<file path="config.mk">
export PLATFORM = sky130hd
export DESIGN_NAME = dual_reflective_sensor_classifier_top
export DESIGN_NICKNAME = d
export VERILOG_FILES = /design/src/hw/rtl/drsc_pkg.sv /design/src/hw/rtl/drsc_lane.sv /design/src/hw/rtl/drsc_merge.sv /design/src/hw/rtl/dual_reflective_sensor_classifier_top.sv
export SDC_FILE = /design/constraint.sdc
export NUM_CORES = 2
export LEC_CHECK = 0
export ABC_AREA = 1
export ABC_CLOCK_PERIOD_IN_PS = 6100
export BUFFER_PORTS_ARGS = -buffer_cell sky130_fd_sc_hd__buf_4
export CORE_MARGIN = 1
export CORE_UTILIZATION = 35
export CTS_CLUSTER_DIAMETER = 80
export DETAILED_ROUTE_END_ITERATION = 7
export GPL_ROUTABILITY_DRIVEN = 1
export PLACE_DENSITY = 0.58
export SLEW_MARGIN = 30
export SYNTH_ARGS = -nofsm -noshare
export SYNTH_HDL_FRONTEND = slang
export SYNTH_SLANG_ARGS = --single-unit
</file>
<file path="constraint.sdc">
create_clock -name clk -period 6.1 [get_ports clk]
set_input_delay 0.915 -clock clk [delete_from_list [all_inputs] [get_ports clk]]
set_output_delay 0.915 -clock clk [all_outputs]
set_load 0.05 [all_outputs]
</file>
<file path="src/hw/rtl/drsc_pkg.sv">
// Shared constants, types and classification functions for the sensor classifier.
`timescale 1ns / 1ps

package drsc_pkg;

	// Window geometry
	localparam int WINDOW_DEPTH = 10;
	localparam int SLOT_W       = $clog2(WINDOW_DEPTH);
	localparam int SAMPLE_W     = 12;
	localparam int SUM_W        = 16;
	localparam int CLASS_W      = 2;

	// Divide by WINDOW_DEPTH as multiply by a rounded-up reciprocal and shift;
	// exact for every SUM_W-bit dividend.
	localparam int DIV_SHIFT = SUM_W + $clog2(WINDOW_DEPTH);
	localparam int RECIP_W   = SUM_W + 1;
	localparam int PROD_W    = SUM_W + RECIP_W;
	localparam logic [RECIP_W-1:0] DIV_RECIP =
		RECIP_W'(((1 << DIV_SHIFT) + WINDOW_DEPTH - 1) / WINDOW_DEPTH);

	// Configuration register indexes
	localparam int CFG_IDX_W = 2;
	localparam logic [CFG_IDX_W-1:0] REG_LINE   = 2'd0;
	localparam logic [CFG_IDX_W-1:0] REG_CLIFF  = 2'd1;
	localparam logic [CFG_IDX_W-1:0] REG_MARGIN = 2'd2;

	// Reset values of the registers
	localparam logic [SAMPLE_W-1:0] LINE_RST   = 12'd800;
	localparam logic [SAMPLE_W-1:0] CLIFF_RST  = 12'd2000;
	localparam logic [SAMPLE_W-1:0] MARGIN_RST = 12'd50;

	// Surface classes
	localparam logic [CLASS_W-1:0] CLASS_LINE  = 2'd0;
	localparam logic [CLASS_W-1:0] CLASS_FLOOR = 2'd1;
	localparam logic [CLASS_W-1:0] CLASS_CLIFF = 2'd2;

	// Payload widths
	localparam int IN_DATA_W  = 24;
	localparam int OUT_DATA_W = 32;

	typedef struct packed {
		logic [SAMPLE_W-1:0] line_thr;
		logic [SAMPLE_W-1:0] cliff_thr;
		logic [SAMPLE_W-1:0] margin;
	} cfg_t;

	typedef struct packed {
		logic [SAMPLE_W-1:0] mean;
		logic [CLASS_W-1:0]  cls;
		logic                unstable;
	} chan_res_t;

	typedef struct packed {
		chan_res_t right;
		chan_res_t left;
	} result_t;

	// Line test first, then cliff, else floor
	function automatic logic [CLASS_W-1:0] surface_kind(
		input logic [SAMPLE_W-1:0] m,
		input cfg_t                cfg
	);
		logic [CLASS_W-1:0] k;
		if (m < cfg.line_thr) begin
			k = CLASS_LINE;
		end else if (m > cfg.cliff_thr) begin
			k = CLASS_CLIFF;
		end else begin
			k = CLASS_FLOOR;
		end
		return k;
	endfunction

	// t - g < m < t + g, rewritten without a negative term so it never wraps
	function automatic logic near_edge(
		input logic [SAMPLE_W-1:0] m,
		input logic [SAMPLE_W-1:0] t,
		input logic [SAMPLE_W-1:0] g
	);
		logic [SAMPLE_W:0] m_plus;
		logic [SAMPLE_W:0] t_plus;
		m_plus = {1'b0, m} + {1'b0, g};
		t_plus = {1'b0, t} + {1'b0, g};
		return (m_plus > {1'b0, t}) && ({1'b0, m} < t_plus);
	endfunction

endpackage

</file>
<file path="src/hw/rtl/drsc_lane.sv">
// One channel lane: sample window, running sum and registered window mean.
`timescale 1ns / 1ps

module drsc_lane (
	input  logic                           clk,
	input  logic                           arst_n,
	input  logic                           load,
	input  logic                           prime,
	input  logic [drsc_pkg::SAMPLE_W-1:0]  sample,
	input  logic [drsc_pkg::SLOT_W-1:0]    slot,
	input  logic                           adv,
	output logic [drsc_pkg::SAMPLE_W-1:0]  mean_s2
);

	logic [drsc_pkg::SAMPLE_W-1:0] win_q [drsc_pkg::WINDOW_DEPTH];
	logic [drsc_pkg::SUM_W-1:0]    sum_q;
	logic [drsc_pkg::SUM_W-1:0]    sum_upd;
	logic [drsc_pkg::SUM_W-1:0]    sum_prime;
	logic [drsc_pkg::PROD_W-1:0]   prod;

	// Replace the oldest sample in the sum, or fill with one sample
	assign sum_upd   = sum_q - drsc_pkg::SUM_W'(win_q[slot])
	                   + drsc_pkg::SUM_W'(sample);
	assign sum_prime = drsc_pkg::SUM_W'(drsc_pkg::SUM_W'(sample)
	                   * drsc_pkg::SUM_W'(drsc_pkg::WINDOW_DEPTH));

	// Window and running sum; the sum register is the first stage
	always_ff @(posedge clk or negedge arst_n) begin
		if (!arst_n) begin
			sum_q <= '0;
			for (int i = 0; i < drsc_pkg::WINDOW_DEPTH; i++) begin
				win_q[i] <= '0;
			end
		end else if (load) begin
			if (prime) begin
				sum_q <= sum_prime;
				for (int i = 0; i < drsc_pkg::WINDOW_DEPTH; i++) begin
					win_q[i] <= sample;
				end
			end else begin
				sum_q       <= sum_upd;
				win_q[slot] <= sample;
			end
		end
	end

	// Mean by reciprocal multiply
	assign prod = drsc_pkg::PROD_W'(sum_q) * drsc_pkg::PROD_W'(drsc_pkg::DIV_RECIP);

	always_ff @(posedge clk) begin
		if (adv) begin
			mean_s2 <= prod[drsc_pkg::DIV_SHIFT +: drsc_pkg::SAMPLE_W];
		end
	end

endmodule

</file>
<file path="src/hw/rtl/drsc_merge.sv">
// Merge stage: classifies both lane means and forms one result item.
`timescale 1ns / 1ps

module drsc_merge (
	input  logic [drsc_pkg::SAMPLE_W-1:0] left_mean,
	input  logic [drsc_pkg::SAMPLE_W-1:0] right_mean,
	input  drsc_pkg::cfg_t                cfg,
	output drsc_pkg::result_t             res
);

	// Left channel, then right channel
	always_comb begin
		res.left.mean     = left_mean;
		res.left.cls      = drsc_pkg::surface_kind(left_mean, cfg);
		res.left.unstable =
			drsc_pkg::near_edge(left_mean, cfg.line_thr, cfg.margin) ||
			drsc_pkg::near_edge(left_mean, cfg.cliff_thr, cfg.margin);

		res.right.mean     = right_mean;
		res.right.cls      = drsc_pkg::surface_kind(right_mean, cfg);
		res.right.unstable =
			drsc_pkg::near_edge(right_mean, cfg.line_thr, cfg.margin) ||
			drsc_pkg::near_edge(right_mean, cfg.cliff_thr, cfg.margin);
	end

endmodule

</file>
<file path="src/hw/rtl/dual_reflective_sensor_classifier_top.sv">
// An accepted item passes the lane sum, lane mean and output registers to m_tvalid.
// Throughput: 1 item per cycle, set by the lane window/sum update, while skid is empty.
// The output register plus a one-item skid buffer decouple s_tready from m_tready.
// Reset (arst_n low, asynchronous): windows, running sums and write slot cleared,
// thresholds back to 800 / 2000 / margin 50, no items in flight.
`timescale 1ns / 1ps

module dual_reflective_sensor_classifier_top (
	input  logic                              clk,
	input  logic                              arst_n,
	// Configuration write port
	input  logic                              cfg_we,
	input  logic [drsc_pkg::CFG_IDX_W-1:0]    cfg_index,
	input  logic [drsc_pkg::SAMPLE_W-1:0]     cfg_data,
	// Input stream
	input  logic                              s_tvalid,
	output logic                              s_tready,
	input  logic [drsc_pkg::IN_DATA_W-1:0]    s_tdata,  // left_sample, right_sample
	input  logic                              s_tuser,  // command (1 = prime)
	// Output stream
	output logic                              m_tvalid,
	input  logic                              m_tready,
	// left_mean, left_class, left_unstable, right_mean, right_class, right_unstable, pad
	output logic [drsc_pkg::OUT_DATA_W-1:0]   m_tdata
);

	localparam int RES_W = $bits(drsc_pkg::result_t);

	drsc_pkg::cfg_t                 cfg_q;
	logic [drsc_pkg::SLOT_W-1:0]    slot_q;
	logic                           valid_s1_q;
	logic                           valid_s2_q;
	logic                           adv;
	logic                           accept;
	logic [drsc_pkg::SAMPLE_W-1:0]  left_mean_s2;
	logic [drsc_pkg::SAMPLE_W-1:0]  right_mean_s2;
	drsc_pkg::result_t              res;
	drsc_pkg::result_t              out_q;
	drsc_pkg::result_t              skid_q;
	logic                           out_valid_q;
	logic                           skid_valid_q;

	// Pipeline moves whenever the skid buffer is empty
	assign adv      = !skid_valid_q;
	assign s_tready = adv;
	assign accept   = s_tvalid && adv;

	// Configuration registers
	always_ff @(posedge clk or negedge arst_n) begin
		if (!arst_n) begin
			cfg_q.line_thr  <= drsc_pkg::LINE_RST;
			cfg_q.cliff_thr <= drsc_pkg::CLIFF_RST;
			cfg_q.margin    <= drsc_pkg::MARGIN_RST;
		end else if (cfg_we) begin
			case (cfg_index)
				drsc_pkg::REG_LINE:   cfg_q.line_thr  <= cfg_data;
				drsc_pkg::REG_CLIFF:  cfg_q.cliff_thr <= cfg_data;
				drsc_pkg::REG_MARGIN: cfg_q.margin    <= cfg_data;
				default: ;
			endcase
		end
	end

	// Shared write slot, advanced by update items only
	always_ff @(posedge clk or negedge arst_n) begin
		if (!arst_n) begin
			slot_q <= '0;
		end else if (accept && !s_tuser) begin
			if (slot_q == drsc_pkg::SLOT_W'(drsc_pkg::WINDOW_DEPTH - 1)) begin
				slot_q <= '0;
			end else begin
				slot_q <= slot_q + 1'b1;
			end
		end
	end

	// Stage valids
	always_ff @(posedge clk or negedge arst_n) begin
		if (!arst_n) begin
			valid_s1_q <= 1'b0;
			valid_s2_q <= 1'b0;
		end else if (adv) begin
			valid_s1_q <= accept;
			valid_s2_q <= valid_s1_q;
		end
	end

	// Channel lanes
	drsc_lane u_lane_left (
		.clk     (clk),
		.arst_n  (arst_n),
		.load    (accept),
		.prime   (s_tuser),
		.sample  (s_tdata[11:0]),
		.slot    (slot_q),
		.adv     (adv),
		.mean_s2 (left_mean_s2)
	);

	drsc_lane u_lane_right (
		.clk     (clk),
		.arst_n  (arst_n),
		.load    (accept),
		.prime   (s_tuser),
		.sample  (s_tdata[23:12]),
		.slot    (slot_q),
		.adv     (adv),
		.mean_s2 (right_mean_s2)
	);

	// Classification and merge
	drsc_merge u_merge (
		.left_mean  (left_mean_s2),
		.right_mean (right_mean_s2),
		.cfg        (cfg_q),
		.res        (res)
	);

	// Output register with one-item skid buffer
	always_ff @(posedge clk or negedge arst_n) begin
		if (!arst_n) begin
			out_valid_q  <= 1'b0;
			skid_valid_q <= 1'b0;
		end else if (skid_valid_q) begin
			if (m_tready) begin
				skid_valid_q <= 1'b0;
			end
		end else if (valid_s2_q) begin
			if (out_valid_q && !m_tready) begin
				skid_valid_q <= 1'b1;
			end else begin
				out_valid_q <= 1'b1;
			end
		end else if (m_tready) begin
			out_valid_q <= 1'b0;
		end
	end

	// Payload of the output side
	always_ff @(posedge clk) begin
		if (skid_valid_q) begin
			if (m_tready) begin
				out_q <= skid_q;
			end
		end else if (valid_s2_q) begin
			if (out_valid_q && !m_tready) begin
				skid_q <= res;
			end else begin
				out_q <= res;
			end
		end
	end

	assign m_tvalid = out_valid_q;
	assign m_tdata  = {{(drsc_pkg::OUT_DATA_W - RES_W){1'b0}},
	                   out_q.right.unstable, out_q.right.cls, out_q.right.mean,
	                   out_q.left.unstable, out_q.left.cls, out_q.left.mean};

endmodule

</file>
Yosys cells after proc, flatten, opt, wreduce, memory -nomap -nowiden

Index checks and enable logic that the tools add are counted.

Register bits after elaboration: 400
Logic and storage cells: 131
Output and inout port bits: 34

$lt $le $gt $ge: 14
Reduce and logical (&&, ||, !) cells: 22
$add $sub $neg: 9
$mul: 4
Multiplexer cells: 30
Bitwise gates (word level): 2
Equality and inequality tests: 6

Operators by type and width:

| cell                                                                         | count |
|---|---|
| 120-bit bitwise mux                                                          | 2 |
| 120-bit two-way mux                                                          | 2 |
| 30-bit two-way mux                                                           | 4 |
| 12-bit binary-select mux with 4-bit select                                   | 2 |
| 16-bit by 16-bit multiplier with 31-bit output, second input constant        | 2 |
| 12-bit two-way mux                                                           | 5 |
| 12-bit by 12-bit adder with 13-bit output                                    | 4 |
| 13-bit by 12-bit > comparator with 1-bit output                              | 4 |
| 12-bit by 13-bit less-than comparator with 1-bit output                      | 4 |
| 12-bit demux with 4-bit select                                               | 1 |
| 16-bit by 12-bit adder with 16-bit output                                    | 2 |
| 16-bit two-way mux                                                           | 2 |
| 16-bit by 12-bit subtractor with 16-bit output                               | 2 |
| 12-bit by 3-bit multiplier with 15-bit output, second input constant         | 2 |
| 12-bit > comparator                                                          | 2 |
| 12-bit less-than comparator                                                  | 2 |
| 3-bit AND reduction                                                          | 3 |
| 1-bit logical AND                                                            | 8 |
| 2-bit two-way mux                                                            | 4 |
| 1-bit two-way mux                                                            | 7 |
| 2-bit inequality test, second input constant                                 | 3 |
| 2-bit AND reduction                                                          | 3 |
| 5-bit greater-or-equal comparator, second input constant                     | 1 |
| 5-bit by 1-bit less-than comparator with 1-bit output, second input constant | 1 |
| 11 further kinds                                                             | 15 |

Logic depth before layout (Yosys ltp)

Word-level depth: 7
Depth in mapped cells: 25
Mapped depth without buffers: 23

Hierarchy

A second synthesis with hierarchy kept.

Cell total of the unflattened synthesis: 4500
Area total of the unflattened synthesis: 36165.9 µm²

Modules (own cells, without submodules):

| module                                | cells an instance | seq. area each (µm²) | instances | area an instance (µm²) |
|---|---|---|---|---|
| drsc_lane at u_lane_left              | 1660              | 3763.6               | 1         | 13395.3 |
| drsc_lane at u_lane_right             | 1665              | 3763.6               | 1         | 13221.4 |
| drsc_merge                            | 839               | 0.0                  | 1         | 5590.4 |
| dual_reflective_sensor_classifier_top | 336               | 2917.8               | 1         | 3958.8 |

Least setup slack after synthesis

Ideal clock, no wire load.

Path kind: register to register
Start point: register u_lane_right.sum_q[2] (netlist name)
End point: register u_lane_right.mean_s2[7] (netlist name), data pin
Setup slack: 1458 ps
Arrival: 4390 ps
Path buffers: 0
Setup time: 252 ps
Stages on the path, launching flop included: 19
Cells stage by stage: dfrtp_1 > ha_1 > inv_1 > fa_1 > inv_1 > fa_1 > fa_1 > fa_1 > inv_1 > fa_1 > inv_1 > ha_1 > a21oi_1 > a21boi_0 > o21ai_0 > a211oi_1 > nand2_1 > nand2_1 > nand2_1

Cells in the longest elaborated chain, start to end: 1

RTL lines:

| what                                           | line            | source |
|---|---|---|
| start: declaration                             | drsc_lane.sv:16 | `logic [drsc_pkg::SUM_W-1:0] sum_q;` |
| start signal: assignment                       | drsc_lane.sv:36 | `sum_q <= sum_prime;` |
| start signal: assignment                       | drsc_lane.sv:41 | `sum_q <= sum_upd;` |
| 16-bit by 16-bit multiplier with 31-bit output | drsc_lane.sv:48 | `assign prod = drsc_pkg::PROD_W'(sum_q) * drsc_pkg::PROD_W'(drsc_pkg::DIV_RECIP);` |
| via u_lane_right.prod (one bit)                | drsc_lane.sv:19 | `logic [drsc_pkg::PROD_W-1:0] prod;` |
| end signal: assignment                         | drsc_lane.sv:52 | `mean_s2 <= prod[drsc_pkg::DIV_SHIFT +: drsc_pkg::SAMPLE_W];` |
| end: declaration                               | drsc_lane.sv:12 | `output logic [drsc_pkg::SAMPLE_W-1:0] mean_s2` |

The timed path passes the listed nets, and every way through them passes these cells.
A chain may end at the register's enable or synchronous reset.

Worst setup path after layout

Start point: register u_lane_right.sum_q[14] (netlist name)
End point: register u_lane_right.mean_s2[7] (netlist name), data pin

The elaborated chain is that of the path after synthesis.

==> impl_metrics.py <==
metrics = {
    "outcome": {
        "outcome": "finished with violations",
        "violations": "DRC",
    },
    "placed_design": {
        "numPortBuffers": 75,
        "place.gp.congestion": 0.941,
        "placed_area_um2": 36200,
        "dpl.hpwl_um": 73900,
    },
    "die": {
        "die_x_um": 315,
        "start_util_pct": 35.4,
        "dieArea_um2": 99300,
        "die_y_um": 315,
        "io_pins": 78,
        "rows": 114,
        "core_um2": 96900,
    },
    "critical_path": {
        "crit_path_cell_trace": "inv_1, ha_1, inv_1, ha_1, fa_1, fa_1, fa_1, inv_1, fa_1, inv_1, ha_1, a21oi_1, a21boi_0, o21ai_0, a211oi_1, nand2_1, nand2_1, nand2_1",
        "slowest_delay_ns": 0.55,
        "crit_type": "reg2reg",
        "startpoint_type": "flop",
        "cp_max_fo": 7,
        "worst_setup_path_end_kind": "flop",
        "crit_slowest_cell": "dfrtp_1",
        "arrival_ns": 5.59,
        "r2r_cells": 18,
        "required_ns": 6.46,
    },
    "sta": {
        "grt_setup_unrepaired": "no",
        "setup_tns_ns": 0,
        "fin_skew_ns": 0.0201,
        "hold_viol_final": 0,
        "min_period_ns": 5.23,
        "fin_crit_sh_pct": 85.7,
        "drv_slew": 0,
        "relSlewSlack_pct": 37.7,
        "fmax_mhz": 191,
        "setup_violations": 0,
        "worstMarginPinSlew_ns": 0.933,
    },
    "clocking": {
        "path_clk_slew_ns": 0.06,
        "post_cts_resized": 0,
        "clock_path_buffers": 3,
        "hold_buffers": 0,
        "cts.sinks": 400,
        "root_buffer": "clkbuf_16",
        "cts_inserted_buffers": 48,
        "cts_tree": "built",
        "post_cts_buffers": 0,
        "htree_levels": 2,
        "insertion_delay_ns": 0.62,
    },
    "detailed_routing": {
        "wl_met1_um": 44200,
        "wl_um": 96200,
        "wl_met2_um": 45900,
        "vias": 27000,
        "dr.first_iter.drc_count": 1714,
        "drtAntennaViolNets": 0,
        "via_per_inst": 5.03,
        "wl_met3_um": 3880,
        "highest_layer": "met5",
        "drc": 8,
        "dr.pass1.iters": 8,
        "drt-wirelength-per-cell_um": 17.9,
    },
    "global_routing": {
        "grt_pass1_wl_um": 154000,
        "grt-ovfl-total": 0,
        "grt_pass1_vias": 27100,
        "track_usage_pct": 19.7,
        "grt_start_max_net_pins": 151,
        "antenna_found_initial": 1,
    },
    "min_path": {
        "hp-class": "in2async",
    },
    "yosys": {
        "syn_inst": 4042,
        "ys_seq_elements": 400,
        "seq_area_frac_synth_pct": 30.4,
        "synthDistinctLibCells": 45,
        "synth_warnings": 0,
        "synthesis.area_um2": 34300,
        "avgSynthCellArea_um2": 8.49,
    },
    "layout": {
        "fin_nets": 4804,
        "diodes": 0,
        "drive_above_1_share_pct": 5.51,
        "postLayoutCellArea_um2": 37900,
        "final_common_cell": "nand2_1",
        "num-fill-cells": 9894,
        "final_cell_mix": "nand2_1 (902), inv_1 (566), ha_1 (508)",
        "area_growth_syn_to_layout_pct": 10.5,
    },
    "flow_run": {
        "cap_violations": 0,
    },
}
-- synth_stat cells, drive strengths merged --
master	count	area (µm²)
nand2	908	3410
inv	574	2150
ha	508	6360
o21ai	390	1960
dfrtp	304	7610
a21oi	210	1050
fa	189	3780
nor2	169	657
nand3	136	681
a22oi	126	946
edfxtp	84	2520
clkbuf	82	308
buf	51	329
xor2	48	420
xnor2	41	359
nand4	38	238
a21o	32	240
a32oi	24	210
nor3	23	115
a31oi	20	125
o21bai	17	128
dfstp	12	315
o22ai	8	50.1
o21a	7	52.6
o211ai	6	45.0
a21boi	5	37.5
a211oi	4	30.0
and3	4	25.0
nand3b	4	30.0
nor4	4	25.0
o2111ai	4	35.0
a31o	3	26.3
and2	2	12.5
o221ai	2	17.5
conb	1	3.75
nor3b	1	7.51
or2	1	6.26
-- path summary, 6_finish.rpt --
check / slack [ns] / endpoint / startpoint
min: 0.19 / u_lane_right.win_q[30] / arst_n
max: 0.87 / u_lane_right.mean_s2[7] / u_lane_right.sum_q[14]
min in group clk: 0.48 / u_lane_left.win_q[8] / u_lane_left.win_q[8]
min reg2reg: 0.48 / u_lane_left.win_q[8] / u_lane_left.win_q[8]
max in group asynchronous: 4.68 / cfg_q[22] / arst_n
max reg2reg: 0.87 / u_lane_right.mean_s2[7] / u_lane_right.sum_q[14]
-- critical path: cells and delay by family, from the launching register on --
family | cells | cell delay [ns]
buffers and inverters | 4 | 0.43
adders and majority gates | 7 | 2.86
AOI/OAI and AO/OA | 4 | 0.96
and+or+nand+nor | 3 | 0.20
DFF | 1 | 0.55
-- metrics by stage --
| stage | cells | utilization [%] | hold slack (ns) | setup slack (ns) |
|---|---|---|---|---|
| after floorplan | 4043 | - | 0.453 | 1.46 |
| after global placement | 5285 | 37.3 | 0.465 | 0.896 |
| after detailed placement | 5287 | 37.4 | 0.473 | 0.892 |
| after CTS | 5374 | 39.1 | 0.411 | 0.875 |
| after global routing | 5376 | 39.1 | 0.199 | 0.512 |
| final | 5376 | 39.1 | 0.191 | 0.870 |
-- routing by layer --
layer  up-vias  GRT usage (%)
met4         2           4.77
li1      13600              -
met3       134           2.15
met2       582           33.8
met1     12800           26.3
met5         -              0
-- registers in the layout (all words and copies together) (netlist names) --
signal,count
cfg_q,36
m_tdata,30
m_tvalid,1
skid_q,30
skid_valid_q,1
slot_q,4
u_lane_left.mean_s2,12
u_lane_left.sum_q,16
u_lane_left.win_q,120
u_lane_right.mean_s2,12
u_lane_right.sum_q,16
u_lane_right.win_q,120
valid_s1_q,1
valid_s2_q,1
-- cells by family (layout without fill, tap and decap cells) --
group                      count (synthesis)  count (layout)  share of synthesized area (%)
AOI/OAI and AO/OA                        858             858                           14.4
buffers and inverters                    707             764                           8.13
and+or+nand+nor                         1290            1290                           15.2
other                                      1               2                         0.0109
xor gates and xnor gates                  89              89                           2.27
adders and majority gates                697             697                           29.5
DFF                                      400             400                           30.4
-- cell type report --
type	instances	area (µm²)	area share, %
repair buffers	103	873	2.30
clock inverters	22	287	0.756
well taps	1276	1600	4.21
clock buffers	65	1350	3.55
multi-input cells	2936	21200	55.9
inverters	574	2150	5.68
flip-flops and latches	400	10400	27.5
Power is left out: the tool's default activity adds up to more than one toggle a clock period on the data nets, which glitch-free logic cannot reach.
